**src/sv/rnsd_pkg.sv**
```systemverilog
// ----------------------------------------------------------------------------
// rnsd_pkg
// Types and constants shared by the readout nibble stream decoder.
// ----------------------------------------------------------------------------
package rnsd_pkg;

  localparam int unsigned WordW  = 16;
  localparam int unsigned QualW  = 4;
  localparam int unsigned NibW   = 4;
  localparam int unsigned PixW   = 24;
  localparam int unsigned HdrW   = 16;

  // qualifier codes (word bits 7..4)
  localparam logic [QualW-1:0] QUAL_IDLE      = 4'd0;
  localparam logic [QualW-1:0] QUAL_PIX_START = 4'd1;
  localparam logic [QualW-1:0] QUAL_PIX_END   = 4'd6;
  localparam logic [QualW-1:0] QUAL_CHIP_HDR  = 4'd7;
  localparam logic [QualW-1:0] QUAL_HDR_START = 4'd8;
  localparam logic [QualW-1:0] QUAL_HDR_END   = 4'd11;
  localparam logic [QualW-1:0] QUAL_TRL_START = 4'd12;
  localparam logic [QualW-1:0] QUAL_TRL_END   = 4'd15;

  typedef enum logic [1:0] {
    KIND_PIXEL    = 2'd0,
    KIND_CHIP_HDR = 2'd1,
    KIND_EVT_HDR  = 2'd2,
    KIND_EVT_TRL  = 2'd3
  } kind_e;

  typedef struct packed {
    logic        valid;
    kind_e       kind;
    logic [6:0]  col_x;
    logic [7:0]  row_y;
    logic [7:0]  pulse_height;
    logic [3:0]  chip_header_bits;
    logic [7:0]  event_number;
    logic        stack_full_flag;
    logic        reset_seen_flag;
    logic [5:0]  stack_count;
    logic [7:0]  trailer_flags;
    logic [1:0]  data_id;
    logic [5:0]  readback_data;
  } result_t;

endpackage

```
**src/sv/rnsd_core.sv**
```systemverilog
// ----------------------------------------------------------------------------
// rnsd_core
// Holds the pixel, header and trailer accumulators and decodes one word.
// ----------------------------------------------------------------------------
module rnsd_core (
  input  logic                            clk_i,
  input  logic                            rst_ni,
  input  logic                            adv_i,
  input  logic [rnsd_pkg::WordW-1:0]      word_i,
  output rnsd_pkg::result_t               res_o
);

  logic [rnsd_pkg::QualW-1:0] qual;
  logic [rnsd_pkg::NibW-1:0]  nib;

  logic [rnsd_pkg::PixW-1:0] pix_q, pix_d, pix_shift;
  logic [rnsd_pkg::HdrW-1:0] hdr_q, hdr_d, hdr_shift;
  logic [rnsd_pkg::HdrW-1:0] trl_q, trl_d, trl_shift;

  logic [2:0] d4, d3, d2, d1, d0;
  logic [5:0] col_c;
  logic [8:0] row_r;
  logic [6:0] pix_x;
  logic [8:0] pix_y;
  logic [7:0] pix_ph;

  assign qual = word_i[7:4];
  assign nib  = word_i[3:0];

  assign pix_shift = {pix_q[rnsd_pkg::PixW-5:0], nib};
  assign hdr_shift = {hdr_q[rnsd_pkg::HdrW-5:0], nib};
  assign trl_shift = {trl_q[rnsd_pkg::HdrW-5:0], nib};

  // pixel address: five base-6 digits, most significant first
  assign d4 = pix_shift[23:21];
  assign d3 = pix_shift[20:18];
  assign d2 = pix_shift[17:15];
  assign d1 = pix_shift[14:12];
  assign d0 = pix_shift[11:9];

  always_comb begin
    col_c  = 6'(d4) * 6'd6 + 6'(d3);
    row_r  = 9'(d2) * 9'd36 + 9'(d1) * 9'd6 + 9'(d0);
    pix_x  = {col_c, 1'b0} + {6'b0, row_r[0]};
    pix_y  = 9'd80 - {1'b0, row_r[8:1]};
    pix_ph = {pix_shift[8:5], pix_shift[3:0]};
  end

  always_comb begin
    pix_d = pix_q;
    hdr_d = hdr_q;
    trl_d = trl_q;
    res_o = '0;
    if (qual == rnsd_pkg::QUAL_PIX_START) begin
      pix_d = {{(rnsd_pkg::PixW-rnsd_pkg::NibW){1'b0}}, nib};
    end else if (qual > rnsd_pkg::QUAL_PIX_START && qual <= rnsd_pkg::QUAL_PIX_END) begin
      pix_d = pix_shift;
    end else if (qual == rnsd_pkg::QUAL_HDR_START) begin
      hdr_d = {{(rnsd_pkg::HdrW-rnsd_pkg::NibW){1'b0}}, nib};
    end else if (qual > rnsd_pkg::QUAL_HDR_START && qual <= rnsd_pkg::QUAL_HDR_END) begin
      hdr_d = hdr_shift;
    end else if (qual == rnsd_pkg::QUAL_TRL_START) begin
      trl_d = {{(rnsd_pkg::HdrW-rnsd_pkg::NibW){1'b0}}, nib};
    end else if (qual > rnsd_pkg::QUAL_TRL_START) begin
      trl_d = trl_shift;
    end

    if (qual == rnsd_pkg::QUAL_PIX_END) begin
      res_o.valid        = 1'b1;
      res_o.kind         = rnsd_pkg::KIND_PIXEL;
      res_o.col_x        = pix_x;
      res_o.row_y        = pix_y[7:0];
      res_o.pulse_height = pix_ph;
    end else if (qual == rnsd_pkg::QUAL_CHIP_HDR) begin
      res_o.valid            = 1'b1;
      res_o.kind             = rnsd_pkg::KIND_CHIP_HDR;
      res_o.chip_header_bits = nib;
    end else if (qual == rnsd_pkg::QUAL_HDR_END) begin
      res_o.valid           = 1'b1;
      res_o.kind            = rnsd_pkg::KIND_EVT_HDR;
      res_o.event_number    = hdr_shift[15:8];
      res_o.stack_full_flag = hdr_shift[7];
      res_o.reset_seen_flag = hdr_shift[6];
      res_o.stack_count     = hdr_shift[5:0];
    end else if (qual == rnsd_pkg::QUAL_TRL_END) begin
      res_o.valid         = 1'b1;
      res_o.kind          = rnsd_pkg::KIND_EVT_TRL;
      res_o.trailer_flags = trl_shift[15:8];
      res_o.data_id       = trl_shift[7:6];
      res_o.readback_data = trl_shift[5:0];
    end
  end

  always_ff @(posedge clk_i or negedge rst_ni) begin
    if (!rst_ni) begin
      pix_q <= '0;
      hdr_q <= '0;
      trl_q <= '0;
    end else if (adv_i) begin
      pix_q <= pix_d;
      hdr_q <= hdr_d;
      trl_q <= trl_d;
    end
  end

endmodule

```
**src/sv/readout_nibble_stream_decoder.sv**
```systemverilog
// ----------------------------------------------------------------------------
// readout_nibble_stream_decoder
// Decodes a stream of readout words into pixel, header and trailer results.
// ----------------------------------------------------------------------------
// Usage:
//   Input channel: word_i with in_valid_i / in_ready_o. Bits 7..4 of a word
//   are the qualifier, bits 3..0 the data nibble; bits 15..8 are ignored.
//   Output channel: kind_o and the result fields with out_valid_o /
//   out_ready_i. Fields that do not belong to the result kind are zero.
//   A word that is taken is decoded from the input register, and its
//   result, if any, is presented from the result register.
//   Throughput: one word per cycle while the receiver does not stall; the
//   input register and the result register form a two-stage pipeline, and
//   the accumulators update as a word leaves the input register.
//   Words that only shift nibbles or are idle produce no transfer.
//   When the receiver stalls, the result register holds and the input
//   register keeps one more word; in_ready_o drops once both are full.
//   Reset clears both stage valids and all three accumulators.
// ----------------------------------------------------------------------------
module readout_nibble_stream_decoder (
  input  logic        clk_i,
  input  logic        rst_ni,
  input  logic        in_valid_i,
  output logic        in_ready_o,
  input  logic [15:0] word_i,
  output logic        out_valid_o,
  input  logic        out_ready_i,
  output logic [1:0]  kind_o,
  output logic [6:0]  col_x_o,
  output logic signed [7:0] row_y_o,
  output logic [7:0]  pulse_height_o,
  output logic [3:0]  chip_header_bits_o,
  output logic [7:0]  event_number_o,
  output logic        stack_full_flag_o,
  output logic        reset_seen_flag_o,
  output logic [5:0]  stack_count_o,
  output logic [7:0]  trailer_flags_o,
  output logic [1:0]  data_id_o,
  output logic [5:0]  readback_data_o
);

  logic                          s1_valid_q;
  logic [rnsd_pkg::WordW-1:0]    s1_word_q;
  logic                          s1_adv;
  rnsd_pkg::result_t             res;
  logic                          out_valid_q;
  rnsd_pkg::result_t             out_res_q;

  assign s1_adv     = s1_valid_q && (!out_valid_q || out_ready_i);
  assign in_ready_o = !s1_valid_q || s1_adv;

  rnsd_core u_core (
    .clk_i  (clk_i),
    .rst_ni (rst_ni),
    .adv_i  (s1_adv),
    .word_i (s1_word_q),
    .res_o  (res)
  );

  always_ff @(posedge clk_i or negedge rst_ni) begin
    if (!rst_ni) begin
      s1_valid_q  <= 1'b0;
      out_valid_q <= 1'b0;
    end else begin
      if (in_ready_o) begin
        s1_valid_q <= in_valid_i;
      end
      if (s1_adv) begin
        out_valid_q <= res.valid;
      end else if (out_ready_i) begin
        out_valid_q <= 1'b0;
      end
    end
  end

  always_ff @(posedge clk_i) begin
    if (in_valid_i && in_ready_o) begin
      s1_word_q <= word_i;
    end
    if (s1_adv) begin
      out_res_q <= res;
    end
  end

  assign out_valid_o        = out_valid_q;
  assign kind_o             = out_res_q.kind;
  assign col_x_o            = out_res_q.col_x;
  assign row_y_o            = out_res_q.row_y;
  assign pulse_height_o     = out_res_q.pulse_height;
  assign chip_header_bits_o = out_res_q.chip_header_bits;
  assign event_number_o     = out_res_q.event_number;
  assign stack_full_flag_o  = out_res_q.stack_full_flag;
  assign reset_seen_flag_o  = out_res_q.reset_seen_flag;
  assign stack_count_o      = out_res_q.stack_count;
  assign trailer_flags_o    = out_res_q.trailer_flags;
  assign data_id_o          = out_res_q.data_id;
  assign readback_data_o    = out_res_q.readback_data;

  // a chip header word always produces a chip header transfer next cycle
  a_chip_hdr_emits : assert property (@(posedge clk_i) disable iff (!rst_ni)
    s1_adv && s1_word_q[7:4] == rnsd_pkg::QUAL_CHIP_HDR |=>
      out_valid_o && kind_o == rnsd_pkg::KIND_CHIP_HDR)
    else $error("chip header word produced no chip header result");

  // an idle word never produces a transfer
  a_idle_silent : assert property (@(posedge clk_i) disable iff (!rst_ni)
    s1_adv && s1_word_q[7:4] == rnsd_pkg::QUAL_IDLE |=> !out_valid_o)
    else $error("idle word produced a result");

  // non-pixel results carry zero pixel fields
  a_pixel_fields_zero : assert property (@(posedge clk_i) disable iff (!rst_ni)
    out_valid_o && kind_o != rnsd_pkg::KIND_PIXEL |->
      col_x_o == 7'd0 && row_y_o == 8'sd0 && pulse_height_o == 8'd0)
    else $error("pixel fields set on a non-pixel result");

  // a stalled result must not be replaced by the pipeline
  a_hold_on_stall : assert property (@(posedge clk_i) disable iff (!rst_ni)
    out_valid_o && !out_ready_i |=> !$past(s1_adv))
    else $error("result register advanced while stalled");

  // pixel x never exceeds the largest address
  a_pixel_x_range : assert property (@(posedge clk_i) disable iff (!rst_ni)
    out_valid_o && kind_o == rnsd_pkg::KIND_PIXEL |-> col_x_o <= 7'd99)
    else $error("pixel x out of range");

endmodule
```
**config.mk**
```make
export PLATFORM = sky130hd
export DESIGN_NAME = readout_nibble_stream_decoder
export DESIGN_NICKNAME = d
export VERILOG_FILES = /design/src/sv/rnsd_pkg.sv /design/src/sv/rnsd_core.sv /design/src/sv/readout_nibble_stream_decoder.sv
export SDC_FILE = /design/constraint.sdc
export NUM_CORES = 1
export LEC_CHECK = 0
export BUFFER_PORTS_ARGS = -buffer_cell sky130_fd_sc_hd__buf_2
export CAP_MARGIN = 20
export CORE_MARGIN = 2
export CORE_UTILIZATION = 45
export DETAILED_ROUTE_END_ITERATION = 6
export GPL_ROUTABILITY_DRIVEN = 0
export HOLD_SLACK_MARGIN = 0.05
export PLACE_DENSITY = 0.74
export SYNTH_ARGS = -nofsm -noshare
export SYNTH_HDL_FRONTEND = slang
export SYNTH_SLANG_ARGS = --single-unit
```
**constraint.sdc**
```tcl
create_clock -name clk_i -period 5.1 [get_ports clk_i]
set_input_delay 1.02 -clock clk_i [delete_from_list [all_inputs] [get_ports clk_i]]
set_output_delay 1.02 -clock clk_i [all_outputs]
set_load 0.005 [all_outputs]
```
# [Word-level counts from Yosys, hierarchy flattened]
# Cells that the tools add are included.
[classes] addsub=5 n_mul=3 n_div=0 magnitude_cmp=5 eq_ne=7 shift=0 n_mux=12 n_bitwise=7 reduce_logical=19
[ops] op="12-bit 2-to-1 mux" count=4
[ops] op="20-bit 2-to-1 mux" count=2
[ops] op="4-bit equality test, second input constant" count=4
[ops] op="3-bit 2-to-1 mux" count=4
[ops] op="3-bit by 2-bit multiplier with 5-bit output, second input constant" count=2
[ops] op="9-bit by 3-bit adder with 9-bit output" count=1
[ops] op="9-bit by 6-bit adder with 9-bit output" count=1
[ops] op="4-bit by 3-bit equality test with 1-bit output, second input constant" count=2
[ops] op="4-bit > comparator, second input constant" count=2
[ops] op="2-bit nonzero test" count=4
[ops] op="7-bit by 8-bit subtractor with 8-bit output, first input constant" count=1
[ops] op="7-bit by 1-bit adder with 7-bit output" count=1
[ops] op="3-bit by 4-bit multiplier with 7-bit output, second input constant" count=1
[ops] op="1-bit inverter" count=7
[ops] op="6-bit by 3-bit adder with 6-bit output" count=1
[ops] op="6-bit AND reduction" count=1
[ops] op="4-bit by 1-bit equality test with 1-bit output, second input constant" count=1
[ops] op="4-bit by 1-bit > comparator with 1-bit output, second input constant" count=1
[ops] op="4-bit by 3-bit <= comparator with 1-bit output, second input constant" count=1
[ops] op="4-bit <= comparator, second input constant" count=1
[ops] op="1-bit logical AND" count=4
[ops] op="4-bit AND reduction" count=1
[ops] op="2-bit OR reduction" count=2
[ops] op="4-bit OR reduction" count=1
[ops] op="5 further kinds" count=8
[totals] register_bits=115 latch_bits=0 mem_bits_rw=0 romBits=0 input_bits=20 output_inout_bits=63 wordCells=77 n_memories=0

# [Longest topological paths before layout]
[depth] depth_word=6 ltp_mapped=12 mapped_depth_nobuf=12

# [Hierarchy]
# Synthesis repeated with hierarchy kept, for this count alone.
[unflattened] hier_cells=413 hier_area_um2=5256.3
[modules_own_cells] mod="rnsd_core" instances=1 cells_per_inst=327 area_per_inst_um2=2839.0 seq_area_each_um2=1101.1
[modules_own_cells] mod="readout_nibble_stream_decoder" instances=1 cells_per_inst=86 area_per_inst_um2=2417.3 seq_area_each_um2=2362.3

# [Worst setup path after synthesis]
# OpenSTA, ideal clock, no wires.
[synth_timing] path_type="in2reg" startpoint="input out_ready_i" endpoint="register u_core.pix_q[0] (netlist bit)" setup_time_ns=0.125 arrival_time_ns=3.611 required_time_ns=4.975 slack_ns=1.364 stages=5 n_path_buf=1 cell_sequence="nand2b_1 and2_1 or4b_1 buf_6 mux2_4"
[synth_via] elab_chain_len=3
[synth_lines] element="start, declared" line="readout_nibble_stream_decoder.sv:27" rtl="input logic out_ready_i,"
[synth_lines] element="1-bit logical OR" line="readout_nibble_stream_decoder.sv:49" rtl="assign s1_adv = s1_valid_q && (!out_valid_q || out_ready_i);"
[synth_lines] element="1-bit logical AND" line="readout_nibble_stream_decoder.sv:49"
[synth_lines] element="net s1_adv" line="readout_nibble_stream_decoder.sv:44" rtl="logic s1_adv;"
[synth_lines] element="2-bit AND reduction (no source line)"
[synth_lines] element="end signal, assigned" line="rnsd_core.sv:100" rtl="pix_q <= pix_d;"
[synth_lines] element="end, declared" line="rnsd_core.sv:16" rtl="logic [rnsd_pkg::PixW-1:0] pix_q, pix_d, pix_shift;"
# The timed path passes the listed nets, and every way through them passes these cells.
# A chain may end at the register's enable or synchronous reset.

# [Worst setup path in the final report]
[layout_timing] startpoint="register u_core.pix_q[9] (netlist bit)" endpoint="register out_res_q, in the netlist row_y_o[7] (data pin)"
[layout_via] elab_chain_len=4
[layout_lines] element="3-bit by 2-bit multiplier with 5-bit output" line="rnsd_core.sv:43" rtl="row_r = 9'(d2) * 9'd36 + 9'(d1) * 9'd6 + 9'(d0);"
[layout_lines] element="9-bit by 6-bit adder with 9-bit output" line="rnsd_core.sv:43"
[layout_lines] element="9-bit by 3-bit adder with 9-bit output" line="rnsd_core.sv:43"
[layout_lines] element="7-bit by 8-bit subtractor with 8-bit output" line="rnsd_core.sv:45" rtl="pix_y = 9'd80 - {1'b0, row_r[8:1]};"
[layout_lines] element="end signal, assigned" line="readout_nibble_stream_decoder.sv:81" rtl="out_res_q <= res;"
[layout_lines] element="end, declared" line="readout_nibble_stream_decoder.sv:47" rtl="rnsd_pkg::result_t out_res_q;"
# Every way passes these cells.

==> impl_metrics.py <==
metrics = {
    "power": {
        "pwr-share-comb": 0.233,
        "powerDensity_nw_per_um2": 507,
        "pwr-share-clk": 0.357,
        "p_switching_w": 0.000937,
        "p_leak_nw": 2.82,
        "power_w": 0.00311,
        "sw_frac_of_total": 0.301,
        "p_seq_frac": 0.410,
        "power.internal_w": 0.00217,
        "vdd_drop_max_mv": 0.274,
    },
    "worst_setup_path": {
        "critPathBufInv": 0,
        "criticalPathCategory": "reg2reg",
        "cpMostUsedCell": "ha_1",
        "cp_slowest_cell": "dfrtp_1",
        "worstPathArrival_ps": 3490,
        "required_ps": 5250,
        "endpoint_kind": "flip-flop",
        "cp_top_family": "adder cells",
        "cpPeakStageDelay_ps": 450,
        "cp-start-kind": "flip-flop",
        "cp_max_fo": 6,
        "crit_chain": "ha_1 > fa_1 > xor2_1 > ha_1 > ha_1 > o21a_1 > a2111o_1 > o311ai_0 > o21ai_0 > mux2i_1",
    },
    "final_layout": {
        "multi_input_area_um2": 1700,
        "seq_area_um2": 3220,
        "design_area_um2": 6130,
        "antenna_cells": 0,
        "final_nets": 532,
        "syn2layout_area_growth_pct": 20.7,
        "layout_common_cells": "nand2_1, buf_2, edfxtp_1",
        "final_cells": 642,
        "final_layout_size_suffix_gt1_frac": 0.269,
        "final_common_cell": "nand2_1",
        "nFillCells": 905,
    },
    "logic_synthesis": {
        "synth_cell_type_count": 39,
        "netlist_instances": 411,
        "muxShareOfSynthArea": 0.0227,
        "synth_seq_cells": 115,
        "yosysWarningCount": 0,
        "syn_area_um2": 5080,
        "synth_xor_area_frac": 0.0172,
        "synthAdderAreaFrac": 0.0641,
        "avgSynthCellArea_um2": 12.4,
        "synth_compound_area_frac": 0.0527,
        "synth_top_family_by_area": "simple AND/OR/NAND/NOR gates",
        "yosys.area_share.simple": 0.177,
        "synthesis.nets": 454,
        "yosysSeqAreaShare": 0.635,
    },
    "detailed_routing": {
        "num_vias": 3240,
        "drtIter0Drc": 120,
        "wl_per_cell_um": 14.9,
        "drc": 0,
        "routed_wl_um": 9540,
        "viasPerCell": 5.05,
        "ant_nets": 0,
        "first_pass_iters": 4,
    },
    "sta": {
        "hold_viol_final": 0,
        "worst_pin_slew_ps": 752,
        "max_slew_margin": 0.497,
        "setup_viol": 0,
        "rsz0062_at_grt": "no",
        "skew_ps": 7.90,
        "period_share": 0.654,
        "period_needed_ps": 3340,
        "tns_ps": 0,
        "postLayoutSetupSlackWorst_ps": 1760,
        "final_max_slew_viol_count": 0,
        "clock.fmax_ghz": 0.300,
    },
    "floorplanning": {
        "die_x_um": 110,
        "die_area_um2": 12100,
        "rows": 38,
        "die_y_um": 110,
        "start_util": 0.464,
        "ioPinCount": 83,
        "core_um2": 10900,
    },
    "clock_tree": {
        "cts_setup_buffers": 0,
        "cts_tree": "built",
        "cts_root_buffer": "clkbuf_16",
        "cts_hold_buf": 0,
        "numCtsBuffers": 17,
        "post_cts_resized": 0,
        "cts.sinks": 115,
        "cts_buffer_depth": 2,
        "htreeDepth": 4,
        "clk_pin_slew_ps": 60,
        "worstSkewPairLatency_ps": 410,
    },
    "hold_path": {
        "hold_class": "in2async",
    },
    "global_routing": {
        "first_global_vias": 3095,
        "grt_antenna_before_repair": 0,
        "grt_pass1_wl_um": 15000,
        "overflow": 0,
        "grt_max_degree": 56,
        "grt_usage": 0.167,
    },
    "run": {
        "maxCapViolations": 0,
    },
    "placed_design": {
        "place_area_um2": 5540,
        "io_buffers": 74,
        "hpwl_um": 6310,
        "dp.cells": 609,
        "detailedPlace.worstSlack_ps": 1770,
    },
    "run_status": {
        "outcome": "complete, no violations",
    },
}
## synth_stat cells
cell	count	area, µm²
a2111o_1	1	11.3
a211o_1	1	8.76
a211oi_1	1	7.51
a21o_1	1	7.51
a21oi_1	5	25.0
a311oi_1	1	8.76
and2_1	36	225
and3_1	17	106
and3_4	1	11.3
buf_6	5	56.3
clkbuf_1	14	52.6
dfrtp_1	46	1150
edfxtp_1	69	2070
fa_1	5	100
ha_1	18	225
inv_1	13	48.8
mux2_2	4	45.0
mux2_4	4	60.1
mux2i_1	1	10.0
nand2_1	81	304
nand2b_1	3	18.8
nand3_1	10	50.1
nand3b_1	2	15.0
nor2_1	13	48.8
nor2b_1	4	25.0
nor3_1	3	15.0
nor3b_1	2	15.0
o21a_1	1	7.51
o21ai_0	13	65.1
o21ai_1	6	30.0
o21ai_2	10	87.6
o311ai_0	1	8.76
or2_2	4	25.0
or3_1	2	12.5
or3b_2	1	8.76
or4b_1	1	10.0
or4b_2	1	10.0
xnor2_1	6	52.6
xor2_1	4	35.0
## worst paths after layout
| path | from | slack [ps] | cells past startpoint | to |
|---|---|---|---|---|
| worst max-delay path | u_core.pix_q[9] | 1760 | 10 | row_y_o[7] |
| worst min-delay path | rst_ni | 430 | 1 | u_core.hdr_q[10] |
| worst max register to register | u_core.pix_q[9] | 1760 | 10 | row_y_o[7] |
| worst min register to register | u_core.hdr_q[10] | 460 | 2 | u_core.hdr_q[10] |
| max in group asynchronous | rst_ni | 4210 | 2 | u_core.pix_q[9] |
| min in group clk_i | u_core.hdr_q[10] | 460 | 2 | u_core.hdr_q[10] |
## flip-flops by register name, indices dropped and copies added, names as in the netlist
| name | count |
|---|---|
| u_core.hdr_q | 12 |
| u_core.trl_q | 12 |
| readback_data_o | 6 |
| col_x_o | 7 |
| trailer_flags_o | 8 |
| data_id_o | 2 |
| out_valid_o | 1 |
| s1_valid_q | 1 |
| chip_header_bits_o | 4 |
| stack_full_flag_o | 1 |
| stack_count_o | 6 |
| s1_word_q | 8 |
| row_y_o | 8 |
| u_core.pix_q | 20 |
| kind_o | 2 |
| event_number_o | 8 |
| reset_seen_flag_o | 1 |
| pulse_height_o | 8 |
## layer usage
| layer | up-vias | routed length, µm | global-route usage |
|---|---|---|---|
| li1 | 1567 | - | - |
| met1 | 1564 | 4190 | 0.220 |
| met2 | 89 | 4720 | 0.260 |
| met3 | 20 | 416 | 0.0376 |
| met4 | 0 | 208 | 0.0884 |
| met5 | - | 0 | 0 |
## power by group through the flow
stage / Sequential (W) / Clock (W) / Combinational [W]
floorplan: 0.00126 / 0 / 0.000556
global placement: 0.00128 / 0 / 0.000691
detailed placement: 0.00129 / 0 / 0.000720
CTS: 0.00127 / 0.00112 / 0.000729
global route: 0.00129 / 0.00117 / 0.000832
finish: 0.00127 / 0.00111 / 0.000724
## worst reg2reg max path, cell delays in order, from the launching register on
cell,delay [ps]
dfrtp_1,450
ha_1,250
fa_1,390
xor2_1,160
ha_1,300
ha_1,350
o21a_1,240
a2111o_1,400
o311ai_0,170
o21ai_0,230
mux2i_1,160
## final cells by class
| cell class | count | share of cell area |
|---|---|---|
| repair buffers | 78 | 0.0674 |
| clock inverters | 14 | 0.0210 |
| inverters | 13 | 0.00797 |
| flip-flops and latches | 115 | 0.526 |
| well taps | 140 | 0.0286 |
| multi-input cells | 264 | 0.277 |
| clock buffers | 18 | 0.0717 |
## logic make-up after synthesis
group                      after synthesis
adders and majority gates               23
xor gates and xnor gates                10
buffers and inverters                   32
and+or+nand+nor                        181
DFF                                    115
muxes                                    9
AOI/OAI and AO/OA                       41
## stage by stage
step	hold WS [ps]	utilization
after floorplan	430	-
after global placement	445	0.506
after detailed placement	448	0.506
after CTS	460	0.558
after global routing	427	0.560
final	434	0.560
Power figures use the tool's default switching activity.
